## config.mk

```make
export PLATFORM = sky130hd
export DESIGN_NAME = section_table_address_translator_unit
export DESIGN_NICKNAME = d
export VERILOG_FILES = /design/src/rtl/stat_pkg.sv /design/src/rtl/stat_front.sv /design/src/rtl/stat_queue.sv /design/src/rtl/stat_back.sv /design/src/rtl/section_table_address_translator_unit.sv
export VERILOG_INCLUDE_DIRS = /design/src /design/src/rtl
export SDC_FILE = /design/constraint.sdc
export NUM_CORES = 2
export LEC_CHECK = 0
export BUFFER_PORTS_ARGS = -buffer_cell sky130_fd_sc_hd__buf_2
export CELL_PAD_IN_SITES_DETAIL_PLACEMENT = 0
export CELL_PAD_IN_SITES_GLOBAL_PLACEMENT = 1
export CORE_MARGIN = 10
export CORE_UTILIZATION = 51
export CTS_BUF_LIST = sky130_fd_sc_hd__clkbuf_4 sky130_fd_sc_hd__clkbuf_8
export DETAILED_ROUTE_END_ITERATION = 6
export PLACE_DENSITY_LB_ADDON = 0.15
export SYNTH_ARGS = -nofsm -noshare
export SYNTH_HDL_FRONTEND = slang
export SYNTH_SLANG_ARGS = --single-unit
```

## constraint.sdc

```tcl
create_clock -name clk -period 8.55 [get_ports clk]
set_input_delay 0 -clock clk [delete_from_list [all_inputs] [get_ports clk]]
set_output_delay 0 -clock clk [all_outputs]
set_load 0.01 [all_outputs]
```

## src/rtl/section_table_address_translator_unit_defines.svh

```systemverilog
// Assertion macros shared by the section table address translator.
`ifndef SECTION_TABLE_ADDRESS_TRANSLATOR_UNIT_DEFINES_SVH
`define SECTION_TABLE_ADDRESS_TRANSLATOR_UNIT_DEFINES_SVH

// Checks that a condition implies a consequence in the same cycle.
`define STAT_ASSERT_IMPLY(label, clk, rst_n, cond, cons) \
	label: assert property (@(posedge clk) disable iff (!rst_n) (cond) |-> (cons)) \
		else $error("assertion failed");

// Checks that a condition never holds.
`define STAT_ASSERT_NEVER(label, clk, rst_n, cond) \
	label: assert property (@(posedge clk) disable iff (!rst_n) !(cond)) \
		else $error("assertion failed");

`endif

```

## src/rtl/stat_pkg.sv

```systemverilog
// Shared types and constants of the section table address translator.
`timescale 1ns / 1ps
package stat_pkg;
	localparam int MAX_SECTIONS_DEF = 16;
	localparam int QUEUE_DEPTH = 2;
	localparam int QUEUE_PW = 1;
	localparam int QUEUE_LW = 2;

	localparam logic OP_TRANSLATE = 1'b0;
	localparam logic OP_LOAD = 1'b1;

	localparam logic [1:0] ST_OK = 2'd0;
	localparam logic [1:0] ST_PADDING = 2'd1;
	localparam logic [1:0] ST_NONE = 2'd2;
	localparam logic [1:0] ST_INVALID = 2'd3;

	localparam logic [2:0] REG_COUNT_ADDR = 3'd0;
	localparam logic [2:0] REG_ALIGN_ADDR = 3'd4;
	localparam logic [31:0] ALIGN_RESET = 32'd4096;

	// One classified item as it travels from front to back.
	typedef struct packed {
		logic op;
		logic load_ok;
		logic [3:0] idx;
		logic [31:0] vstart;
		logic [31:0] vsize;
		logic [31:0] rstart;
		logic [31:0] addr;
	} item_t;

	// Queue status seen by the front and the checks.
	typedef struct packed {
		logic empty;
		logic full;
		logic [QUEUE_LW-1:0] level;
	} queue_stat_t;
endpackage

```

## src/rtl/stat_front.sv

```systemverilog
// Front end: accepts command beats, classifies them and hands them to the queue.
`timescale 1ns / 1ps
module stat_front #(
	parameter int MAX_SECTIONS = stat_pkg::MAX_SECTIONS_DEF
) (
	input logic clk,
	input logic arst_n,
	input logic start,
	input logic operation,
	input logic [3:0] entry_index,
	input logic [31:0] entry_virtual_start,
	input logic [31:0] entry_virtual_size,
	input logic [31:0] entry_raw_start,
	input logic [31:0] query_address,
	input stat_pkg::queue_stat_t qstat,
	output logic busy,
	output logic push,
	output stat_pkg::item_t item
);
	logic valid_s1;
	stat_pkg::item_t item_s1;
	logic accept;

	// The front stage is blocked only when it holds a beat the queue cannot take.
	assign busy = valid_s1 && qstat.full;
	assign accept = start && !busy;
	assign push = valid_s1 && !qstat.full;
	assign item = item_s1;

	always_ff @(posedge clk or negedge arst_n) begin
		if (!arst_n) begin
			valid_s1 <= 1'b0;
		end else if (accept) begin
			valid_s1 <= 1'b1;
		end else if (push) begin
			valid_s1 <= 1'b0;
		end
	end

	// Classify the beat: loads outside the table are flagged so the back drops them.
	always_ff @(posedge clk) begin
		if (accept) begin
			item_s1.op <= operation;
			item_s1.load_ok <= (32'(entry_index) < 32'(MAX_SECTIONS));
			item_s1.idx <= entry_index;
			item_s1.vstart <= entry_virtual_start;
			item_s1.vsize <= entry_virtual_size;
			item_s1.rstart <= entry_raw_start;
			item_s1.addr <= query_address;
		end
	end
endmodule

```

## src/rtl/stat_queue.sv

```systemverilog
// Short queue that decouples the front end from the back end.
`timescale 1ns / 1ps
module stat_queue (
	input logic clk,
	input logic arst_n,
	input logic push,
	input stat_pkg::item_t push_item,
	input logic pop,
	output stat_pkg::item_t head,
	output stat_pkg::queue_stat_t qstat
);
	stat_pkg::item_t slots_q [stat_pkg::QUEUE_DEPTH];
	logic [stat_pkg::QUEUE_PW-1:0] wr_ptr_q;
	logic [stat_pkg::QUEUE_PW-1:0] rd_ptr_q;
	logic [stat_pkg::QUEUE_LW-1:0] level_q;

	assign qstat.empty = (level_q == '0);
	assign qstat.full = (level_q == stat_pkg::QUEUE_LW'(stat_pkg::QUEUE_DEPTH));
	assign qstat.level = level_q;
	assign head = slots_q[rd_ptr_q];

	// Pointers and fill level.
	always_ff @(posedge clk or negedge arst_n) begin
		if (!arst_n) begin
			wr_ptr_q <= '0;
			rd_ptr_q <= '0;
			level_q <= '0;
		end else begin
			if (push) begin
				wr_ptr_q <= wr_ptr_q + 1'b1;
			end
			if (pop) begin
				rd_ptr_q <= rd_ptr_q + 1'b1;
			end
			if (push && !pop) begin
				level_q <= level_q + 1'b1;
			end else if (pop && !push) begin
				level_q <= level_q - 1'b1;
			end
		end
	end

	// Storage.
	always_ff @(posedge clk) begin
		if (push) begin
			slots_q[wr_ptr_q] <= push_item;
		end
	end
endmodule

```

## src/rtl/stat_back.sv

```systemverilog
// Back end: holds the section table, runs loads and walks the table for translations.
`timescale 1ns / 1ps
module stat_back #(
	parameter int MAX_SECTIONS = stat_pkg::MAX_SECTIONS_DEF
) (
	input logic clk,
	input logic arst_n,
	input stat_pkg::item_t head,
	input logic empty,
	input logic [4:0] cfg_count,
	input logic [31:0] cfg_align,
	output logic pop,
	output logic active,
	output logic done,
	output logic [1:0] status,
	output logic [31:0] file_offset
);
	localparam int IW = (MAX_SECTIONS > 1) ? $clog2(MAX_SECTIONS) : 1;
	localparam int CW = $clog2(MAX_SECTIONS + 1);

	localparam logic [2:0] S_IDLE = 3'd0;
	localparam logic [2:0] S_READ = 3'd1;
	localparam logic [2:0] S_CHECK = 3'd2;
	localparam logic [2:0] S_DIV = 3'd3;
	localparam logic [2:0] S_PAD = 3'd4;

	logic [31:0] vs_mem [MAX_SECTIONS];
	logic [31:0] vz_mem [MAX_SECTIONS];
	logic [31:0] vr_mem [MAX_SECTIONS];
	logic [31:0] rd_s_q, rd_z_q, rd_r_q;

	logic [2:0] state_q;
	logic [CW-1:0] idx_q;
	logic [CW-1:0] n_q;
	logic [31:0] addr_q;
	logic [31:0] end_q;
	logic [31:0] shift_q;
	logic [31:0] rem_q;
	logic [4:0] step_q;
	logic done_q;
	logic [1:0] status_q;
	logic [31:0] offset_q;

	logic [CW-1:0] n_sat;
	logic [31:0] last;
	logic [32:0] rem_try;
	logic [32:0] rem_sub;
	logic [31:0] rem_next;
	logic last_entry;
	logic [IW-1:0] wr_idx;

	assign pop = (state_q == S_IDLE) && !empty;
	assign active = (state_q != S_IDLE);
	assign done = done_q;
	assign status = status_q;
	assign file_offset = offset_q;

	// Count of entries to scan, saturated to the table depth.
	assign n_sat = (32'(cfg_count) > 32'(MAX_SECTIONS)) ? CW'(MAX_SECTIONS) : CW'(cfg_count);
	assign last = rd_s_q + rd_z_q;
	assign last_entry = ((idx_q + 1'b1) == n_q);
	assign wr_idx = IW'(head.idx);

	// One restoring step of the remainder of the rounded end by the alignment.
	assign rem_try = {rem_q, shift_q[31]};
	assign rem_sub = rem_try - {1'b0, cfg_align};
	assign rem_next = rem_sub[32] ? rem_try[31:0] : rem_sub[31:0];

	// Table write port and registered read port.
	always_ff @(posedge clk) begin
		if (pop && head.op == stat_pkg::OP_LOAD && head.load_ok) begin
			vs_mem[wr_idx] <= head.vstart;
			vz_mem[wr_idx] <= head.vsize;
			vr_mem[wr_idx] <= head.rstart;
		end
		rd_s_q <= vs_mem[idx_q[IW-1:0]];
		rd_z_q <= vz_mem[idx_q[IW-1:0]];
		rd_r_q <= vr_mem[idx_q[IW-1:0]];
	end

	// Scan sequencer.
	always_ff @(posedge clk or negedge arst_n) begin
		if (!arst_n) begin
			state_q <= S_IDLE;
			done_q <= 1'b0;
			idx_q <= '0;
			n_q <= '0;
			step_q <= '0;
		end else begin
			done_q <= 1'b0;
			case (state_q)
				S_IDLE: begin
					if (pop && head.op == stat_pkg::OP_TRANSLATE) begin
						if (cfg_count == '0 || cfg_align == '0) begin
							done_q <= 1'b1;
						end else begin
							idx_q <= '0;
							n_q <= n_sat;
							state_q <= S_READ;
						end
					end
				end
				S_READ: begin
					state_q <= S_CHECK;
				end
				S_CHECK: begin
					if (rd_s_q <= addr_q && addr_q <= last) begin
						done_q <= 1'b1;
						state_q <= S_IDLE;
					end else if (rd_s_q <= addr_q) begin
						step_q <= '0;
						state_q <= S_DIV;
					end else if (last_entry) begin
						done_q <= 1'b1;
						state_q <= S_IDLE;
					end else begin
						idx_q <= idx_q + 1'b1;
						state_q <= S_READ;
					end
				end
				S_DIV: begin
					step_q <= step_q + 1'b1;
					if (step_q == 5'd31) begin
						state_q <= S_PAD;
					end
				end
				S_PAD: begin
					if (addr_q < end_q - rem_q || last_entry) begin
						done_q <= 1'b1;
						state_q <= S_IDLE;
					end else begin
						idx_q <= idx_q + 1'b1;
						state_q <= S_READ;
					end
				end
				default: begin
					state_q <= S_IDLE;
				end
			endcase
		end
	end

	// Datapath registers of the scan and the result.
	always_ff @(posedge clk) begin
		case (state_q)
			S_IDLE: begin
				addr_q <= head.addr;
				status_q <= stat_pkg::ST_INVALID;
				offset_q <= '0;
			end
			S_CHECK: begin
				end_q <= last + cfg_align - 32'd1;
				shift_q <= last + cfg_align - 32'd1;
				rem_q <= '0;
				if (rd_s_q <= addr_q && addr_q <= last) begin
					status_q <= stat_pkg::ST_OK;
					offset_q <= rd_r_q + addr_q - rd_s_q;
				end else begin
					status_q <= stat_pkg::ST_NONE;
					offset_q <= '0;
				end
			end
			S_DIV: begin
				rem_q <= rem_next;
				shift_q <= {shift_q[30:0], 1'b0};
			end
			S_PAD: begin
				if (addr_q < end_q - rem_q) begin
					status_q <= stat_pkg::ST_PADDING;
				end else begin
					status_q <= stat_pkg::ST_NONE;
				end
				offset_q <= '0;
			end
			default: begin
			end
		endcase
	end
endmodule

```

## src/rtl/section_table_address_translator_unit.sv

```systemverilog
// A load passes the front stage register and the queue before it is written to the table.
// A translation does too, then reads and checks entries in turn unless setup is invalid.
// Throughput: loads stream at one per cycle while the back end is idle; translations run
// one at a time, set by the 32-step remainder unit run when the address is past an entry.
// Reset clears control state and sets count 0 and alignment 4096; the table is undefined
// until loaded. The receiver cannot stall; done strobes each result once.
`timescale 1ns / 1ps
`include "section_table_address_translator_unit_defines.svh"
module section_table_address_translator_unit #(
	parameter int MAX_SECTIONS = stat_pkg::MAX_SECTIONS_DEF
) (
	input logic clk,
	input logic arst_n,
	input logic start,
	output logic busy,
	input logic operation,
	input logic [3:0] entry_index,
	input logic [31:0] entry_virtual_start,
	input logic [31:0] entry_virtual_size,
	input logic [31:0] entry_raw_start,
	input logic [31:0] query_address,
	output logic done,
	output logic [1:0] status,
	output logic [31:0] file_offset,
	input logic psel,
	input logic penable,
	input logic pwrite,
	input logic [2:0] paddr,
	input logic [31:0] pwdata,
	output logic [31:0] prdata,
	output logic pready
);
	logic [4:0] count_q;
	logic [31:0] align_q;
	logic push;
	logic pop;
	logic back_active;
	stat_pkg::item_t front_item;
	stat_pkg::item_t head;
	stat_pkg::queue_stat_t qstat;

	// Configuration registers.
	assign pready = 1'b1;
	always_ff @(posedge clk or negedge arst_n) begin
		if (!arst_n) begin
			count_q <= '0;
			align_q <= stat_pkg::ALIGN_RESET;
		end else if (psel && penable && pwrite) begin
			if (paddr[2] == stat_pkg::REG_ALIGN_ADDR[2]) begin
				align_q <= pwdata;
			end else begin
				count_q <= pwdata[4:0];
			end
		end
	end
	assign prdata = (paddr[2] == stat_pkg::REG_COUNT_ADDR[2]) ? {27'd0, count_q} : align_q;

	stat_front #(.MAX_SECTIONS(MAX_SECTIONS)) u_front (
		.clk(clk), .arst_n(arst_n), .start(start), .operation(operation),
		.entry_index(entry_index), .entry_virtual_start(entry_virtual_start),
		.entry_virtual_size(entry_virtual_size), .entry_raw_start(entry_raw_start),
		.query_address(query_address), .qstat(qstat), .busy(busy), .push(push),
		.item(front_item)
	);

	stat_queue u_queue (
		.clk(clk), .arst_n(arst_n), .push(push), .push_item(front_item), .pop(pop),
		.head(head), .qstat(qstat)
	);

	stat_back #(.MAX_SECTIONS(MAX_SECTIONS)) u_back (
		.clk(clk), .arst_n(arst_n), .head(head), .empty(qstat.empty),
		.cfg_count(count_q), .cfg_align(align_q), .pop(pop), .active(back_active),
		.done(done), .status(status), .file_offset(file_offset)
	);

	// Checks.
	`STAT_ASSERT_IMPLY(a_offset_zero, clk, arst_n, done && status != stat_pkg::ST_OK, file_offset == '0)
	`STAT_ASSERT_NEVER(a_queue_level, clk, arst_n, qstat.level > stat_pkg::QUEUE_LW'(stat_pkg::QUEUE_DEPTH))
	`STAT_ASSERT_NEVER(a_pop_when_busy, clk, arst_n, pop && back_active)
endmodule
```

==> results.sh <==
export IMPL_outcome="finished, final reports clean"
export IMPL_slew_viol_final=0
export IMPL_final_cells=8574
export IMPL_die_w_um=448
export IMPL_arrival_ns=7.11
export IMPL_wl_per_cell_um=27.5
export IMPL_place_hpwl_mm=133
export IMPL_synth_cell_types=87
export IMPL_die_y_um=448
export IMPL_syn_instance_count=5030
export IMPL_ioPinCount=243
export IMPL_port_buffers=239
export IMPL_drc_errors=0
export IMPL_skew_ns=0.110
export IMPL_hold_path_end="u_front.item[70]$_DFFE_PP_"
export IMPL_cts_tree="yes"
export IMPL_clk_pin_slew_worst_paths_ns=0.06
export IMPL_grt_pass1_wl_mm=344
export IMPL_rows=156
export IMPL_synth_top_family_by_area="multiplexers"
export IMPL_vias_per_cell=5.79
export IMPL_clkLatencyLatePin_ns=1.07
export IMPL_finalCritPeriodShare_pct=73.0
export IMPL_irDropWorstVdd_mv=0.314
export IMPL_die_area_um2=201000
export IMPL_grt_max_degree=122
export IMPL_cts_resized=0
export IMPL_maxCapViolations=0
export IMPL_yosys_warnings=0
export IMPL_cp_max_fo=5
export IMPL_worst_setup_path_start_kind="flop"
export IMPL_synth_xor_area_share_pct=1.36
export IMPL_antenna_left=0
export IMPL_htree_levels=5
export IMPL_final_common_cell="edfxtp_1"
export IMPL_grt_pass1_vias=51500
export IMPL_netlist_area_um2=93300
export IMPL_grt_overflow_total=0
export IMPL_post_cts_buffers=0
export IMPL_vias=49600
export IMPL_final_cell_mix="2097 x edfxtp_1, 480 x mux4_2, 417 x clkbuf_8"
export IMPL_setup_tns_ns=0
export IMPL_numCtsBuffers=379
export IMPL_rsz0062_at_grt="no"
export IMPL_synth_edff_count=2097
export IMPL_grt_usage_pct=23.5
export IMPL_hold_path_depth=3
export IMPL_setup_viol=0
export IMPL_avgSynthCellArea_um2=18.6
export IMPL_placed_cell_area_um2=97700
export IMPL_syn_nets=5521
export IMPL_final_area_um2=109000
export IMPL_start_util_pct=51.5
export IMPL_pre_cts_ws_ns=2.18
export IMPL_end_kind="flop"
export IMPL_relSlewSlack_pct=15.0
export IMPL_grt_antenna_before_repair=8
export IMPL_clockBufferDepth=4
export IMPL_synth_compound_area_share_pct=3.90
export IMPL_min_path_type="in2reg"
export IMPL_reg2reg_depth=22
export IMPL_synth_mux_area_fraction_pct=13.9
export IMPL_wirelength_mm=236
export IMPL_worstPathRequired_ns=9.42
export IMPL_dp_cells=7531
export IMPL_synthSimpleGateAreaFrac_pct=3.21
export IMPL_fin_ws_ns=2.31
export IMPL_drive_gt1_share_pct=26.2
export IMPL_area_growth_pct=16.8
export IMPL_seq_area_frac_synth_pct=71.2
export IMPL_dr_first_iter_drc_count=4202
export IMPL_firstDrtPassIters=5
export IMPL_ys_ff_latch=2254
export IMPL_clock_fmax_ghz=0.160
export IMPL_cts_sinks=2254
export IMPL_r2r_slack_ns=2.31
export IMPL_synth_flop_cell="edfxtp_1"
export IMPL_finalCriticalPeriod_ns=6.24
export IMPL_core_area_um2=181000
export IMPL_tightest_slew_ns=1.26
export IMPL_power_density_nw_per_um2=439
export IMPL_hold_start="start"
export IMPL_root_buffer="clkbuf_8"
export IMPL_place_gp_congestion=0.897
export IMPL_hold_viol=0
export IMPL_async_reset_ff_share_pct=2.71
export IMPL_nets=6396
export IMPL_timing_rr_start="u_back.rem_q[0]$_SDFFCE_PN0P_"
export IMPL_p_leak_uw=0.0380
export IMPL_r2r_end="u_back.idx_q[0]$_DFFE_PN0P_"
export IMPL_p_total_uw=47800
export IMPL_cts_hold_buffers_added=363
export IMPL_path_class="reg2reg"
export IMPL_synthAdderAreaFrac_pct=4.54
state kept, by name, summed over array words and instances (netlist names), 2 cells and up:
register	flops
u_back.vs_mem	512
u_back.rd_z_q	32
u_back.file_offset	32
u_back.vz_mem	512
u_back.status	2
u_back.state_q	3
u_back.rem_q	32
u_back.end_q	32
u_queue.level_q	2
u_back.idx_q	5
u_back.shift_q	32
align_q	32
u_back.rd_s_q	32
u_back.vr_mem	512
u_front.item	133
u_back.step_q	5
count_q	5
u_back.rd_r_q	32
u_back.n_q	5
u_queue.slots_q	266
u_back.addr_q	32
stage by stage:
stage / utilization (%) / hold slack, ns
6_report: 60.1 / 0.167
5_1_grt: 60.1 / 0.124
4_1_cts: 60.1 / 0.0626
3_5_place_dp: 53.9 / 0.178
3_3_place_gp: 53.9 / 0.176
2_1_floorplan: - / -0.296
logic make-up (layout without fill, tap and decap cells):
group                      after synthesis  after routing
other                                    1              8
muxes                                  670            670
buffers and inverters                  479           1646
DFF                                   2254           2254
AOI/OAI and AO/OA                      553            553
adders and majority gates              318            318
and+or+nand+nor                        610            610
xor gates and xnor gates               145            145
worst max path at each step:
stage	start	endpoint	slack [ns]	depth (start not counted)
floorplan	u_back.state_q[1]$_DFFE_PN0P_	u_back.vr_mem[8][0]$_DFFE_PP_	0.01	6
global placement	u_back.end_q[0]$_DFFE_PP_	u_back.idx_q[0]$_DFFE_PN0P_	2.20	23
detailed placement	u_back.rem_q[0]$_SDFFCE_PN0P_	u_back.idx_q[0]$_DFFE_PN0P_	2.18	22
CTS	u_back.rem_q[0]$_SDFFCE_PN0P_	u_back.idx_q[1]$_DFFE_PN0P_	2.09	22
global route	u_back.rem_q[0]$_SDFFCE_PN0P_	u_back.idx_q[1]$_DFFE_PN0P_	1.79	23
finish	u_back.rem_q[0]$_SDFFCE_PN0P_	u_back.idx_q[0]$_DFFE_PN0P_	2.31	22
cell type report:
type	instances	area, um^2
Tap cell	2370	2970
Clock buffer	548	6720
Antenna cell	7	17.5
Fill cell	13300	72300
Clock inverter	125	850
Multi-Input combinational cell	2297	25300
Inverter	320	1200
Sequential cell	2254	66400
Timing Repair Buffer	653	5520
cell usage after synthesis (6+ instances only):
| library cell | n | area, um^2 |
|---|---|---|
| edfxtp_1 | 2097 | 63000 |
| mux4_2 | 480 | 10800 |
| inv_1 | 320 | 1200 |
| ha_1 | 282 | 3530 |
| mux2_2 | 181 | 2040 |
| a21oi_1 | 167 | 836 |
| nor2_1 | 162 | 608 |
| nand2_1 | 151 | 567 |
| clkbuf_1 | 106 | 398 |
| dfxtp_1 | 96 | 1920 |
| o21ai_0 | 93 | 465 |
| a21o_1 | 90 | 676 |
| xnor2_1 | 85 | 744 |
| dfrtp_1 | 60 | 1500 |
| xor2_1 | 60 | 526 |
| nor3_1 | 48 | 240 |
| buf_1 | 45 | 169 |
| nand3_1 | 38 | 190 |
| and2_1 | 36 | 225 |
| fa_1 | 35 | 701 |
| nand2b_1 | 34 | 213 |
| nand4_1 | 33 | 206 |
| o21a_1 | 29 | 218 |
| nor2b_1 | 22 | 138 |
| a211oi_1 | 19 | 143 |
| a31oi_1 | 19 | 119 |
| and3_1 | 17 | 106 |
| nor4_1 | 16 | 100 |
| o211ai_1 | 16 | 120 |
| o21bai_1 | 15 | 113 |
| o31ai_1 | 12 | 90.1 |
| or3_1 | 11 | 68.8 |
| nand3b_1 | 10 | 75.1 |
| and4_1 | 8 | 70.1 |
| mux2i_1 | 8 | 80.1 |
| o22ai_1 | 8 | 50.1 |
| or2_2 | 7 | 43.8 |
| a211o_1 | 6 | 52.6 |
| nor3b_1 | 6 | 45.0 |
| o31a_1 | 6 | 52.6 |
power by group:
part | switching (uW) | leakage [uW] | internal [uW] | total [uW]
logic | 12600 | 0.0133 | 8620 | 21300
clock network | 4170 | 0.00405 | 5360 | 9540
registers | 1150 | 0.0207 | 15900 | 17000
worst max-delay path: stages, from the launching register on:
cell and delay [ns]:
edfxtp_1 0.39, ha_1 0.19, inv_1 0.05, fa_1 0.40, a21o_1 0.18, a21oi_1 0.24, o21ai_0 0.22, a32oi_1 0.24
buf_4 0.17, o22ai_1 0.08, or3_1 0.41, a311oi_1 0.36, nor2_1 0.11, o21ai_1 0.17, xor2_1 0.18, ha_1 0.26
a21o_1 0.18, a21oi_1 0.15, o221ai_1 0.15, nor3_1 0.87, o221ai_1 0.50, nor2b_1 0.29, mux2_2 0.28
metal layers:
| metal | track usage (%) | share of wire (%) | wire (um) | vias to the layer above |
|---|---|---|---|---|
| li1 | - | - | - | 21800 |
| met1 | 31.9 | 41 | 97700 | 25900 |
| met2 | 39.7 | 50 | 119000 | 1536 |
| met3 | 3.34 | 5.4 | 12700 | 393 |
| met4 | 7.23 | 2.8 | 6560 | 0 |
| met5 | 0 | 0 | 0 | - |
No activity file was read; power rests on OpenSTA's default activity.
